==> src/sv/ouk_pkg.sv <==
package ouk_pkg;

   localparam int KEY_BITS = 31;

   typedef enum logic [2:0] {
      REQ_INS_FRONT = 3'd0,
      REQ_INS_BACK  = 3'd1,
      REQ_REMOVE    = 3'd2,
      REQ_SEARCH    = 3'd3,
      REQ_COUNT     = 3'd4,
      REQ_DUMP      = 3'd5
   } req_code_type;

   typedef enum logic [2:0] {
      FAIL_NONE      = 3'd0,
      FAIL_NOT_POS   = 3'd1,
      FAIL_DUPLICATE = 3'd2,
      FAIL_FULL      = 3'd3,
      FAIL_NOT_FOUND = 3'd4
   } fail_type;

   typedef enum logic [4:0] {
      ST_IDLE  = 5'b00001,
      ST_SCAN  = 5'b00010,
      ST_SHIFT = 5'b00100,
      ST_DUMP  = 5'b01000,
      ST_RESP  = 5'b10000
   } state_type;

endpackage

==> src/sv/ouk_req_if.sv <==
interface ouk_req_if;
   logic               valid;
   logic               ready;
   logic [2:0]         req_type;
   logic signed [31:0] key;

   modport source (output valid, output req_type, output key, input ready);
   modport sink (input valid, input req_type, input key, output ready);
endinterface

==> src/sv/ouk_rsp_if.sv <==
interface ouk_rsp_if;
   logic        valid;
   logic        ready;
   logic        ok;
   logic [2:0]  fail_reason;
   logic [30:0] value;
   logic        last;

   modport source (output valid, output ok, output fail_reason, output value,
                   output last, input ready);
   modport sink (input valid, input ok, input fail_reason, input value,
                 input last, output ready);
endinterface

==> src/sv/ouk_mem.sv <==
module ouk_mem #(
   parameter int DEPTH = 16,
   parameter int AW    = 4,
   parameter int DW    = 31
) (
   input  logic          clock,
   input  logic          wr_en,
   input  logic [AW-1:0] wr_addr,
   input  logic [DW-1:0] wr_data,
   input  logic          rd_en,
   input  logic [AW-1:0] rd_addr,
   output logic [DW-1:0] rd_data
);

   logic [DW-1:0] mem_ff [DEPTH];
   logic [DW-1:0] rd_data_ff;

   always_ff @(posedge clock) begin
      if (wr_en) begin
         mem_ff[wr_addr] <= wr_data;
      end
      if (rd_en) begin
         rd_data_ff <= mem_ff[rd_addr];
      end
   end

   assign rd_data = rd_data_ff;

endmodule

==> src/sv/ordered_unique_key_list_core.sv <==
// search, remove miss, insert back, duplicate: a scan of the entries, one entry read per cycle
// insert front and remove hit then shift the moved entries through the single read port, which sets the pace
// count, rejected key, empty dump: answered without a scan; dump: one result per cycle while the sink takes them
// one request at a time; the next is taken once the last result sits in the output register
// synchronous reset empties the list; entry storage is not cleared and needs no clearing pass
module ordered_unique_key_list_core #(
   parameter int CAPACITY = 16
) (
   input  logic      clock,
   input  logic      reset,
   ouk_req_if.sink   req_ch,
   ouk_rsp_if.source rsp_ch
);

   localparam int AW = (CAPACITY > 1) ? $clog2(CAPACITY) : 1;
   localparam int CW = $clog2(CAPACITY + 1);
   localparam int KW = ouk_pkg::KEY_BITS;
   localparam logic [CW-1:0] CAP_CNT = CW'(CAPACITY);
   localparam logic [CW-1:0] ONE_CNT = CW'(1);

   ouk_pkg::state_type state_ff, state_in;
   logic [2:0]         type_ff, type_in;
   logic [KW-1:0]      key_ff, key_in;
   logic [CW-1:0]      count_ff, count_in;
   logic [CW-1:0]      rd_idx_ff, rd_idx_in;
   logic               pend_ff, pend_in;
   logic [CW-1:0]      pend_idx_ff, pend_idx_in;
   logic               res_ok_ff, res_ok_in;
   logic [2:0]         res_reason_ff, res_reason_in;
   logic [KW-1:0]      res_value_ff, res_value_in;

   logic               rsp_valid_ff, rsp_valid_in;
   logic               rsp_ok_ff, rsp_ok_in;
   logic [2:0]         rsp_reason_ff, rsp_reason_in;
   logic [KW-1:0]      rsp_value_ff, rsp_value_in;
   logic               rsp_last_ff, rsp_last_in;

   logic               mem_we, mem_re;
   logic [AW-1:0]      mem_waddr, mem_raddr;
   logic [KW-1:0]      mem_wdata, mem_rdata;

   logic               out_free, key_pos, hit, more, is_remove, dump_last;

   ouk_mem #(.DEPTH(CAPACITY), .AW(AW), .DW(KW)) u_mem (
      .clock   (clock),
      .wr_en   (mem_we),
      .wr_addr (mem_waddr),
      .wr_data (mem_wdata),
      .rd_en   (mem_re),
      .rd_addr (mem_raddr),
      .rd_data (mem_rdata)
   );

   assign out_free      = !rsp_valid_ff || rsp_ch.ready;
   assign key_pos       = (req_ch.key != 32'sd0) && !req_ch.key[31];
   assign hit           = pend_ff && (mem_rdata == key_ff);
   assign is_remove     = (type_ff == ouk_pkg::REQ_REMOVE);
   assign dump_last     = ((pend_idx_ff + ONE_CNT) == count_ff);
   assign req_ch.ready  = (state_ff == ouk_pkg::ST_IDLE);

   always_comb begin
      state_in      = state_ff;
      type_in       = type_ff;
      key_in        = key_ff;
      count_in      = count_ff;
      rd_idx_in     = rd_idx_ff;
      pend_in       = pend_ff;
      pend_idx_in   = pend_idx_ff;
      res_ok_in     = res_ok_ff;
      res_reason_in = res_reason_ff;
      res_value_in  = res_value_ff;
      rsp_valid_in  = rsp_valid_ff && !rsp_ch.ready;
      rsp_ok_in     = rsp_ok_ff;
      rsp_reason_in = rsp_reason_ff;
      rsp_value_in  = rsp_value_ff;
      rsp_last_in   = rsp_last_ff;
      mem_we        = 1'b0;
      mem_waddr     = '0;
      mem_wdata     = mem_rdata;
      mem_re        = 1'b0;
      mem_raddr     = rd_idx_ff[AW-1:0];
      more          = 1'b0;

      case (state_ff)
         ouk_pkg::ST_IDLE: begin
            if (req_ch.valid) begin
               type_in       = req_ch.req_type;
               key_in        = req_ch.key[KW-1:0];
               rd_idx_in     = '0;
               pend_in       = 1'b0;
               res_ok_in     = 1'b0;
               res_reason_in = ouk_pkg::FAIL_NONE;
               res_value_in  = '0;
               case (req_ch.req_type)
                  ouk_pkg::REQ_INS_FRONT, ouk_pkg::REQ_INS_BACK,
                  ouk_pkg::REQ_REMOVE, ouk_pkg::REQ_SEARCH: begin
                     if (!key_pos) begin
                        res_reason_in = ouk_pkg::FAIL_NOT_POS;
                        state_in      = ouk_pkg::ST_RESP;
                     end else begin
                        state_in = ouk_pkg::ST_SCAN;
                     end
                  end
                  ouk_pkg::REQ_COUNT: begin
                     res_value_in = KW'(count_ff);
                     state_in     = ouk_pkg::ST_RESP;
                  end
                  ouk_pkg::REQ_DUMP: begin
                     if (count_ff == '0) begin
                        res_reason_in = ouk_pkg::FAIL_NOT_FOUND;
                        state_in      = ouk_pkg::ST_RESP;
                     end else begin
                        state_in = ouk_pkg::ST_DUMP;
                     end
                  end
                  default: begin
                     state_in = ouk_pkg::ST_IDLE;
                  end
               endcase
            end
         end

         ouk_pkg::ST_SCAN: begin
            if (hit) begin
               case (type_ff)
                  ouk_pkg::REQ_INS_FRONT, ouk_pkg::REQ_INS_BACK: begin
                     res_reason_in = ouk_pkg::FAIL_DUPLICATE;
                     state_in      = ouk_pkg::ST_RESP;
                  end
                  ouk_pkg::REQ_REMOVE: begin
                     rd_idx_in = pend_idx_ff + ONE_CNT;
                     pend_in   = 1'b0;
                     state_in  = ouk_pkg::ST_SHIFT;
                  end
                  default: begin
                     res_ok_in = 1'b1;
                     state_in  = ouk_pkg::ST_RESP;
                  end
               endcase
            end else if (rd_idx_ff < count_ff) begin
               mem_re      = 1'b1;
               mem_raddr   = rd_idx_ff[AW-1:0];
               pend_in     = 1'b1;
               pend_idx_in = rd_idx_ff;
               rd_idx_in   = rd_idx_ff + ONE_CNT;
            end else begin
               pend_in = 1'b0;
               case (type_ff)
                  ouk_pkg::REQ_INS_FRONT, ouk_pkg::REQ_INS_BACK: begin
                     if (count_ff == CAP_CNT) begin
                        res_reason_in = ouk_pkg::FAIL_FULL;
                        state_in      = ouk_pkg::ST_RESP;
                     end else if (type_ff == ouk_pkg::REQ_INS_BACK) begin
                        mem_we    = 1'b1;
                        mem_waddr = count_ff[AW-1:0];
                        mem_wdata = key_ff;
                        count_in  = count_ff + ONE_CNT;
                        res_ok_in = 1'b1;
                        state_in  = ouk_pkg::ST_RESP;
                     end else begin
                        rd_idx_in = count_ff;
                        state_in  = ouk_pkg::ST_SHIFT;
                     end
                  end
                  default: begin
                     res_reason_in = ouk_pkg::FAIL_NOT_FOUND;
                     state_in      = ouk_pkg::ST_RESP;
                  end
               endcase
            end
         end

         ouk_pkg::ST_SHIFT: begin
            if (pend_ff) begin
               mem_we    = 1'b1;
               mem_wdata = mem_rdata;
               if (is_remove) begin
                  mem_waddr = AW'(pend_idx_ff - ONE_CNT);
               end else begin
                  mem_waddr = AW'(pend_idx_ff + ONE_CNT);
               end
            end
            if (is_remove) begin
               more = (rd_idx_ff < count_ff);
               if (more) begin
                  mem_re      = 1'b1;
                  mem_raddr   = rd_idx_ff[AW-1:0];
                  pend_idx_in = rd_idx_ff;
                  rd_idx_in   = rd_idx_ff + ONE_CNT;
               end
            end else begin
               more = (rd_idx_ff != '0);
               if (more) begin
                  mem_re      = 1'b1;
                  mem_raddr   = AW'(rd_idx_ff - ONE_CNT);
                  pend_idx_in = rd_idx_ff - ONE_CNT;
                  rd_idx_in   = rd_idx_ff - ONE_CNT;
               end
            end
            pend_in = more;
            if (!more && !pend_ff) begin
               if (is_remove) begin
                  count_in = count_ff - ONE_CNT;
               end else begin
                  mem_we    = 1'b1;
                  mem_waddr = '0;
                  mem_wdata = key_ff;
                  count_in  = count_ff + ONE_CNT;
               end
               res_ok_in = 1'b1;
               state_in  = ouk_pkg::ST_RESP;
            end
         end

         ouk_pkg::ST_DUMP: begin
            if (!pend_ff) begin
               mem_re      = 1'b1;
               mem_raddr   = rd_idx_ff[AW-1:0];
               pend_in     = 1'b1;
               pend_idx_in = rd_idx_ff;
               rd_idx_in   = rd_idx_ff + ONE_CNT;
            end else if (out_free) begin
               rsp_valid_in  = 1'b1;
               rsp_ok_in     = 1'b1;
               rsp_reason_in = ouk_pkg::FAIL_NONE;
               rsp_value_in  = mem_rdata;
               rsp_last_in   = dump_last;
               if (dump_last) begin
                  pend_in  = 1'b0;
                  state_in = ouk_pkg::ST_IDLE;
               end else begin
                  mem_re      = 1'b1;
                  mem_raddr   = rd_idx_ff[AW-1:0];
                  pend_idx_in = rd_idx_ff;
                  rd_idx_in   = rd_idx_ff + ONE_CNT;
               end
            end
         end

         ouk_pkg::ST_RESP: begin
            if (out_free) begin
               rsp_valid_in  = 1'b1;
               rsp_ok_in     = res_ok_ff;
               rsp_reason_in = res_reason_ff;
               rsp_value_in  = res_value_ff;
               rsp_last_in   = 1'b1;
               state_in      = ouk_pkg::ST_IDLE;
            end
         end

         default: begin
            state_in = ouk_pkg::ST_IDLE;
         end
      endcase
   end

   always_ff @(posedge clock) begin
      if (reset) begin
         state_ff     <= ouk_pkg::ST_IDLE;
         count_ff     <= '0;
         pend_ff      <= 1'b0;
         rsp_valid_ff <= 1'b0;
      end else begin
         state_ff     <= state_in;
         count_ff     <= count_in;
         pend_ff      <= pend_in;
         rsp_valid_ff <= rsp_valid_in;
      end
      type_ff       <= type_in;
      key_ff        <= key_in;
      rd_idx_ff     <= rd_idx_in;
      pend_idx_ff   <= pend_idx_in;
      res_ok_ff     <= res_ok_in;
      res_reason_ff <= res_reason_in;
      res_value_ff  <= res_value_in;
      rsp_ok_ff     <= rsp_ok_in;
      rsp_reason_ff <= rsp_reason_in;
      rsp_value_ff  <= rsp_value_in;
      rsp_last_ff   <= rsp_last_in;
   end

   assign rsp_ch.valid       = rsp_valid_ff;
   assign rsp_ch.ok          = rsp_ok_ff;
   assign rsp_ch.fail_reason = rsp_reason_ff;
   assign rsp_ch.value       = rsp_value_ff;
   assign rsp_ch.last        = rsp_last_ff;

   // list never grows past capacity
   assert property (@(posedge clock) disable iff (reset) count_ff <= CAP_CNT)
      else $error("entry count above capacity");

   // entry count moves by at most one per request
   assert property (@(posedge clock) disable iff (reset)
      (count_ff != $past(count_ff)) |->
         ((count_ff == $past(count_ff) + ONE_CNT) || (count_ff + ONE_CNT == $past(count_ff))))
      else $error("entry count jumped");

   // writes stay inside the table
   assert property (@(posedge clock) disable iff (reset)
      mem_we |-> (32'(mem_waddr) < CAPACITY))
      else $error("entry write out of range");

   // dump runs only over a non-empty list
   assert property (@(posedge clock) disable iff (reset)
      (state_ff == ouk_pkg::ST_DUMP) |-> (count_ff != '0))
      else $error("dump with empty list");

endmodule

==> src/flat_wrapper.sv <==
// flat-port wrapper written by rule: the top's interface ports become plain ports
module ordered_unique_key_list_core_flat 
#(
   parameter int CAPACITY = 16
)
  (clock, reset, req_ch_valid, req_ch_req_type, req_ch_key, req_ch_ready, rsp_ch_valid, rsp_ch_ok, rsp_ch_fail_reason, rsp_ch_value, rsp_ch_last, rsp_ch_ready);
  ouk_req_if req_ch_i ();
  ouk_rsp_if rsp_ch_i ();
  input  logic clock;
  input  logic reset;
  input wire logic [$bits(req_ch_i.valid)-1:0] req_ch_valid;
  input wire logic [$bits(req_ch_i.req_type)-1:0] req_ch_req_type;
  input wire logic [$bits(req_ch_i.key)-1:0] req_ch_key;
  output wire logic [$bits(req_ch_i.ready)-1:0] req_ch_ready;
  output wire logic [$bits(rsp_ch_i.valid)-1:0] rsp_ch_valid;
  output wire logic [$bits(rsp_ch_i.ok)-1:0] rsp_ch_ok;
  output wire logic [$bits(rsp_ch_i.fail_reason)-1:0] rsp_ch_fail_reason;
  output wire logic [$bits(rsp_ch_i.value)-1:0] rsp_ch_value;
  output wire logic [$bits(rsp_ch_i.last)-1:0] rsp_ch_last;
  input wire logic [$bits(rsp_ch_i.ready)-1:0] rsp_ch_ready;
  assign req_ch_i.valid = req_ch_valid;
  assign req_ch_i.req_type = req_ch_req_type;
  assign req_ch_i.key = req_ch_key;
  assign req_ch_ready = req_ch_i.ready;
  assign rsp_ch_valid = rsp_ch_i.valid;
  assign rsp_ch_ok = rsp_ch_i.ok;
  assign rsp_ch_fail_reason = rsp_ch_i.fail_reason;
  assign rsp_ch_value = rsp_ch_i.value;
  assign rsp_ch_last = rsp_ch_i.last;
  assign rsp_ch_i.ready = rsp_ch_ready;
  ordered_unique_key_list_core #(.CAPACITY(CAPACITY)) u_core (.clock(clock), .reset(reset), .req_ch(req_ch_i), .rsp_ch(rsp_ch_i));
endmodule
==> config.mk <==
export PLATFORM = sky130hd
export DESIGN_NAME = ordered_unique_key_list_core_flat
export DESIGN_NICKNAME = d
export VERILOG_FILES = /design/src/sv/ouk_pkg.sv /design/src/sv/ouk_req_if.sv /design/src/sv/ouk_rsp_if.sv /design/src/sv/ouk_mem.sv /design/src/sv/ordered_unique_key_list_core.sv /design/src/flat_wrapper.sv
export SDC_FILE = /design/constraint.sdc
export NUM_CORES = 1
export LEC_CHECK = 0
export ABC_CLOCK_PERIOD_IN_PS = 5420
export CORE_MARGIN = 2
export CORE_UTILIZATION = 40
export DETAILED_ROUTE_END_ITERATION = 6
export DONT_BUFFER_PORTS = 1
export MAX_ROUTING_LAYER = met4
export PLACE_DENSITY = 0.54
export SYNTH_ARGS = -nofsm -noshare
export SYNTH_HDL_FRONTEND = slang
export SYNTH_HIERARCHICAL = 1
export SYNTH_SLANG_ARGS = --single-unit
==> constraint.sdc <==
create_clock -name clock -period 5.42 [get_ports clock]
set_input_delay 0.271 -clock clock [delete_from_list [all_inputs] [get_ports clock]]
set_output_delay 0.271 -clock clock [all_outputs]
set_load 0.02 [all_outputs]
==> results.json, run 1 <==
{
  "post-route-util": 0.4659,
  "p_switching_mw": 2.508,
  "fillers": 5331,
  "dr_wl_met2_mm": 30.96,
  "post_cts_buffers": 0,
  "max_freq_mhz": 235.1,
  "maxSlewViolCount": 0,
  "coreArea_mm2": 0.06297,
  "drt_iter0_drc": 1376,
  "p_comb_frac": 0.092,
  "clock_latency_ns": 0.61,
  "ir_drop_mv": 0.2780,
  "layout_commonest_cell": "edfxtp_1",
  "cp-startpoint": "u_core/count_ff[2]",
  "clk_path_buf_depth": 3,
  "postSynthAreaPerCell_um2": 18.77,
  "ys_ff_latch": 628,
  "drt-total-wl_mm": 66.68,
  "grt_usage": 0.2103,
  "grt_pass1_wl_mm": 96.43,
  "synthArstFlopShare": 0,
  "grt_start_max_net_pins": 67,
  "cts_tree": "yes",
  "antenna_left": 0,
  "pwr-share-clk": 0.413,
  "wl_per_cell_um": 28.50,
  "period_needed_ns": 4.253,
  "firstDrtPassIters": 7,
  "status": "finished, final reports clean",
  "initial_core_util": 0.4045,
  "finalWorstSetupSlack_ns": 1.167,
  "slew_headroom": 0.1598,
  "max_cap_viol_count": 0,
  "internal_power_mw": 8.406,
  "drive_above_1_share": 0.2184,
  "cts_hold_buf": 38,
  "hold_violations": 0,
  "synth-main-ff-cell": "edfxtp_1",
  "route.met3.wl_mm": 4.759,
  "fin_nets": 1488,
  "worst_pin_slew_ns": 1.260,
  "synth_top_area_frac": 0.7262,
  "grt_overflow": 0,
  "switching_share": 0.2298,
  "worstSetupEndpointType": "flop",
  "grt_pass1_vias": 13570,
  "leakage_nw": 9.247,
  "gp_congestion": 0.8597,
  "synth.distinct_cells": 69,
  "min_from": "req_ch_req_type[0]",
  "critPathSlowestCell": "nor2_4",
  "period_share": 0.7847,
  "power_mw": 10.91,
  "num_vias": 13470,
  "hold_class": "input port to flop",
  "drc": 0,
  "path_cells": "inv_1 -> ha_1 -> nand4_1 -> o221ai_1 -> and2_1 -> o211ai_2 -> o22ai_1 -> nand2_1 -> nor2_4 -> buf_4",
  "grt_antenna_before_repair": 4,
  "yosys_warnings": 6,
  "final.setup.tns_ns": 0,
  "synth_area_leaders": "edfxtp_1, mux4_2, a22oi_1",
  "cp_max_fo": 17,
  "path_clk_slew_ns": 0.06,
  "rows": 92,
  "r2r_start": "u_core/count_ff[2]",
  "p_per_area_mw_per_mm2": 372.0,
  "synth_nets": 1407,
  "syn_area_mm2": 0.02547,
  "seq_area_mm2": 0.01874,
  "io_pins": 77,
  "max_stage_delay_ns": 0.65,
  "rsz0062_at_grt": "false",
  "numPortBuffers": 0,
  "fp.dieH_um": 256.3,
  "ctsHtreeMaxLevel": 3,
  "areaGrowthSynthToFinish_pct": 15.18,
  "final_area_mm2": 0.02934,
  "dpl.hpwl_mm": 40.23,
  "synth_edf_count": 616,
  "yosys.area.top_type": "edfxtp_1",
  "fin_skew_ns": 0.02547,
  "cts_sinks": 628,
  "cp-start-kind": "flop",
  "cts_resized": 0,
  "drt-vias-per-instance": 5.757,
  "place_ws_ns": 1.208,
  "required_ns": 5.70,
  "root_buffer": "clkbuf_16",
  "mostFrequentLayoutCells": "edfxtp_1, mux4_2, nand2_1, clkbuf_16, a22oi_1",
  "dpl-instance-area_mm2": 0.02679,
  "cts_buffers": 68,
  "setup_viol_count_final": 0,
  "die_x_um": 256.3,
  "yosysSeqAreaShare": 0.7357,
  "p_seq_frac": 0.496,
  "worstPathArrival_ns": 4.53,
  "crit_type": "flop to flop",
  "routed.top_layer": "met4",
  "multiInputGateArea_mm2": 0.006462,
  "m1WireLength_mm": 29.49,
  "die_area_mm2": 0.06571,
  "syn_inst": 1357
}
-- stage by stage --
step	std cells	hold slack (ns)
6_report	2340	0.05139
2_1_floorplan	1357	0.3699
3_5_place_dp	2176	0.3465
3_3_place_gp	2176	0.3418
5_1_grt	2339	0.05839
4_1_cts	2334	0.01025
-- critical path: cells and delay by family, from the launching register on --
kind / cells / cell delay [ns]
AND/OR/NAND/NOR: 4 / 1.43
AO/OA/AOI/OAI: 3 / 1.07
buffers and inverters: 2 / 0.59
flip-flops: 1 / 0.48
adder cells (fa/ha/maj): 1 / 0.34
-- layout make-up --
cell class	count	share of cell area
diodes	6	0.0005118
clock buffers	85	0.06308
clock inverters	35	0.01041
inverters	17	0.002175
multi-input cells	640	0.2203
flip-flops and latches	628	0.6387
well taps	846	0.03608
repair buffers	83	0.02875
-- power groups by stage --
stage / sequential (mW) / combinational [mW] / clock (mW)
after floorplan: 5.49 / 0.715 / 0
after global placement: 5.51 / 0.988 / 0
after detailed placement: 5.51 / 0.980 / 0
after CTS: 5.41 / 1.01 / 4.62
after global routing: 5.41 / 1.08 / 4.81
final: 5.41 / 0.999 / 4.51
-- worst paths after layout --
check	slack [ns]	end	cells after the start
max	1.17	u_core/u_mem/mem_ff[11][5]	10
min	0.05	u_core/res_reason_ff[2]	2
min reg2reg	0.50	u_core/rsp_ch.ok	1
max reg2reg	1.17	u_core/u_mem/mem_ff[11][5]	10
-- registers in the layout, summed over array words and instances, names as in the netlist --
signal and flops:
u_core/type_ff 3, u_core/pend_ff 1, u_core/rsp_ch.fail_reason 3, u_core/rsp_ch.value 31, u_core/rsp_ch.ok 1, u_core/res_ok_ff 1, u_core/count_ff 5, u_core/res_reason_ff 3
u_core/state_ff 5, u_core/u_mem/rd_data 31, u_core/rd_idx_ff 5, u_core/res_value_ff 5, u_core/key_ff 31, u_core/u_mem/mem_ff 496, u_core/rsp_ch.valid 1, u_core/rsp_ch.last 1
u_core/pend_idx_ff 5
-- cell usage after synthesis (3+ instances only) --
master    number
mux2_1         9
ha_1          11
nor4_1        13
or3b_1         3
mux2_2        23
a21o_1         4
nand3b_1       4
a211oi_1       3
or3_1          3
buf_6         11
and2_1        32
edfxtp_1     616
nor2b_1        4
xnor2_1       41
inv_1         17
buf_2         17
o21ai_0       25
nor2_1        38
a31oi_1        5
mux2i_1        3
a221o_1        4
nand3_1       11
a21oi_1       21
nor3_1        20
buf_4          3
xor2_1         5
nand4_1       23
dfxtp_1       12
a22oi_1       66
and3_1         5
nand2_1       78
o211ai_1       3
o221ai_1       4
mux4_2       124
clkbuf_1      39
o22ai_1        6
nand2b_1       7
-- layer usage --
metal  GRT usage  vias up
met5           -        -
met4     0.06303        0
met3     0.04745       82
met2      0.3131      490
met1      0.2904     7174
li1            -     5725
-- kinds of logic after synthesis --
logic type / after synthesis / synth area share
flip-flops: 628 / 0.7357
AND/OR/NAND/NOR: 257 / 0.05256
AO/OA/AOI/OAI: 165 / 0.04613
multiplexers: 159 / 0.1250
buffers and inverters: 89 / 0.01768
XOR/XNOR: 48 / 0.01759
adder cells (fa/ha/maj): 11 / 0.005403
Power figures use the tool's default switching activity.
==> inputs of run 2 (changes only) <==
Settings changed: ABC_AREA set to 1, ABC_CLOCK_PERIOD_IN_PS 5420 to 4300.
Clock period 5.42 ns to 4.3 ns, I/O delays scaled along.
==> run 2 against run 1 <==
Critical path depth rose by 5. Sequential cell count is the same. Register-to-register slack got worse by 0.85 ns. Synthesized area grew 14%. Non-clock buffer count grew 46. Sequential share of layout area down 7.9 points. Die area grew 14%. Design area rose by 14%. Clock power increased by 33%.
==> results.json, run 2 <==
{
  "status": "finished, final reports clean",
  "p_per_area_mw_per_mm2": 441.5,
  "rsz0062_at_grt": "false",
  "drt_iter0_drc": 2042,
  "fin_nets": 3093,
  "dpl.hpwl_mm": 51.71,
  "hold_violations": 0,
  "areaGrowthSynthToFinish_pct": 14.71,
  "maxSlewViolCount": 0,
  "ir_drop_mv": 0.3335,
  "yosys_warnings": 6,
  "ctsHtreeMaxLevel": 3,
  "synth_edf_count": 616,
  "multiInputGateArea_mm2": 0.007835,
  "ys_top_cells_by_count": "nand2_1, edfxtp_1, inv_1",
  "leakage_nw": 14.09,
  "grt_antenna_before_repair": 4,
  "clock_latency_ns": 0.62,
  "use_met3": 0.03976,
  "cts_tree": "yes",
  "slew_headroom": 0.1920,
  "drc": 0,
  "numPortBuffers": 0,
  "met1_usage": 0.3050,
  "firstDrtPassIters": 5,
  "antenna_left": 0,
  "die_area_mm2": 0.07508,
  "fp.dieH_um": 274.0,
  "cp_max_fo": 67,
  "worst_pin_slew_ns": 1.212,
  "postSynthAreaPerCell_um2": 9.849,
  "die_x_um": 274.0,
  "max_cap_viol_count": 0,
  "grt_use_met2": 0.3828,
  "syn_inst": 2961,
  "p_seq_frac": 0.469,
  "initial_core_util": 0.4017,
  "largest_register": "u_core/u_mem/mem_ff",
  "final.setup.tns_ns": 0,
  "hold_class": "input port to flop",
  "num_vias": 20770,
  "synth_area_leaders": "edfxtp_1, nand2_1, nand3_1",
  "dpl-instance-area_mm2": 0.03077,
  "switching_share": 0.2648,
  "synth.distinct_cells": 42,
  "root_buffer": "clkbuf_16",
  "period_needed_ns": 3.986,
  "ys_ff_latch": 628,
  "rows": 99,
  "largest_reg_flops": 496,
  "path_clk_slew_ns": 0.06,
  "internal_power_mw": 10.86,
  "cts_buffers": 71,
  "seq_area_mm2": 0.01874,
  "final_area_mm2": 0.03345,
  "p_switching_mw": 3.911,
  "setup_viol_count_final": 0,
  "synth_nets": 3011,
  "dp_cells": 3890,
  "drive_above_1_share": 0.08654,
  "busiest_layer": "met2",
  "synth-main-ff-cell": "edfxtp_1",
  "yosysMostFrequentCell": "nand2_1",
  "wl_per_cell_um": 21.17,
  "required_ns": 4.62,
  "p_comb_frac": 0.124,
  "fin_cells": 4057,
  "yosys.area.top_type": "edfxtp_1",
  "grt_pass1_vias": 20030,
  "mostFrequentLayoutCells": "nand2_1, edfxtp_1, inv_1, nand3_1, nor2_1",
  "grt_usage": 0.2366,
  "grt_pass1_wl_mm": 127.9,
  "coreArea_mm2": 0.07259,
  "io_pins": 77,
  "drt-total-wl_mm": 85.90,
  "fin_skew_ns": 0.03203,
  "worstSetupEndpointType": "flop",
  "gp_congestion": 0.9738,
  "max_freq_mhz": 250.9,
  "syn_area_mm2": 0.02916,
  "fillers": 6763,
  "cts_sinks": 628,
  "period_share": 0.9269,
  "grt_overflow": 0,
  "synthArstFlopShare": 0,
  "worstPathArrival_ns": 4.31,
  "synth_top_area_frac": 0.6343,
  "clk_path_buf_depth": 3,
  "grt_start_max_net_pins": 125,
  "crit_type": "flop to flop",
  "pwr-share-clk": 0.406,
  "yosysSeqAreaShare": 0.6426,
  "drt-vias-per-instance": 5.119,
  "cp-start-kind": "flop",
  "layout_commonest_cell": "nand2_1"
}
-- run 2: changes by cell type after synthesis, moves of 23 or more --
cell	previous run	this run
nand2_1	78	917
inv_1	17	527
nand3_1	11	407
mux4_2	124	0
nor2_1	38	115
a22oi_1	66	0
and2_1	32	0
xnor2_1	41	12
buf_2	17	45
o22ai_1	6	33
clkbuf_1	39	16
mux2_2	23	0
-- run 2: logic make-up (layout without fill, tap and decap cells) --
group,after synthesis,after routing,synth area share
buf+inv,656,792,0.09624
simple gates,1491,1491,0.2164
other cells,0,1,0
xor+xnor,27,27,0.008109
flops,628,628,0.6426
fa+ha+maj,11,11,0.004720
compound gates,148,148,0.03196
-- run 2: worst paths after layout --
| kind | from | endpoint | slack (ns) | cells past startpoint |
|---|---|---|---|---|
| min | req_ch_req_type[0] | u_core/res_value_ff[4] | 0.05 | 3 |
| max reg2reg | u_core/rd_idx_ff[0] | u_core/u_mem/rd_data[9] | 0.31 | 15 |
| min reg2reg | u_core/res_ok_ff | u_core/rsp_ch.ok | 0.55 | 1 |
| max | u_core/rd_idx_ff[0] | u_core/u_mem/rd_data[9] | 0.31 | 15 |
-- run 2: worst max-delay path: stages (launching register included) --
cell      delay [ns]
edfxtp_1        0.63
inv_1           0.16
ha_1            0.24
nand2_1         0.09
nor2_1          0.07
nand2_1         0.29
inv_1           0.25
nor2_2          0.33
xor2_4          0.27
buf_12          0.31
buf_12          0.34
nand2_1         0.09
nand3_1         0.15
nand3_1         0.09
nand3_1         0.11
nand2_1         0.18
-- run 2: per-stage QoR --
| stage | setup slack (ns) | hold WS [ns] | utilization | total power, mW |
|---|---|---|---|---|
| global placement | 0.1937 | 0.2872 | 0.4238 | 8.841 |
| detailed placement | 0.1783 | 0.2876 | 0.4238 | 8.845 |
| finish | 0.3142 | 0.05476 | 0.4609 | 14.77 |
| global route | 0.06327 | 0.06004 | 0.4609 | 15.30 |
| floorplan | 0.2680 | 0.2841 | - | 8.269 |
| CTS | 0.1480 | 0.01881 | 0.4608 | 14.86 |
-- run 2: power groups by stage --
stage	logic, mW	clock network (mW)	registers (mW)
2_1_floorplan	1.24	0	7.03
3_3_place_gp	1.78	0	7.06
3_5_place_dp	1.79	0	7.06
4_1_cts	1.83	6.10	6.93
5_1_grt	2.02	6.34	6.94
6_report	1.84	6.00	6.93
-- run 2: layout make-up --
class / instances / share of cell area
antenna: 1 / 0.00007481
clock buffer: 91 / 0.05663
clock inverter: 36 / 0.01186
inverter: 536 / 0.06037
multi-input combinational: 1677 / 0.2342
sequential: 628 / 0.5601
tap: 959 / 0.03587
timing repair buffer: 129 / 0.04084
-- run 2: timing repair --
item	in CTS	in global routing
endpoints found under the hold margin	48	0
hold buffers	39	0
endpoints found under the setup margin	0	6
buffers inserted	0	0
gates resized for setup	0	1
-- run 2: per-layer routing --
metal  vias to the layer above  part of all wire
li1                       9793                 -
met1                     10030              0.42
met2                       770              0.48
met3                       170             0.069
met4                         0             0.028
met5                         -                 0
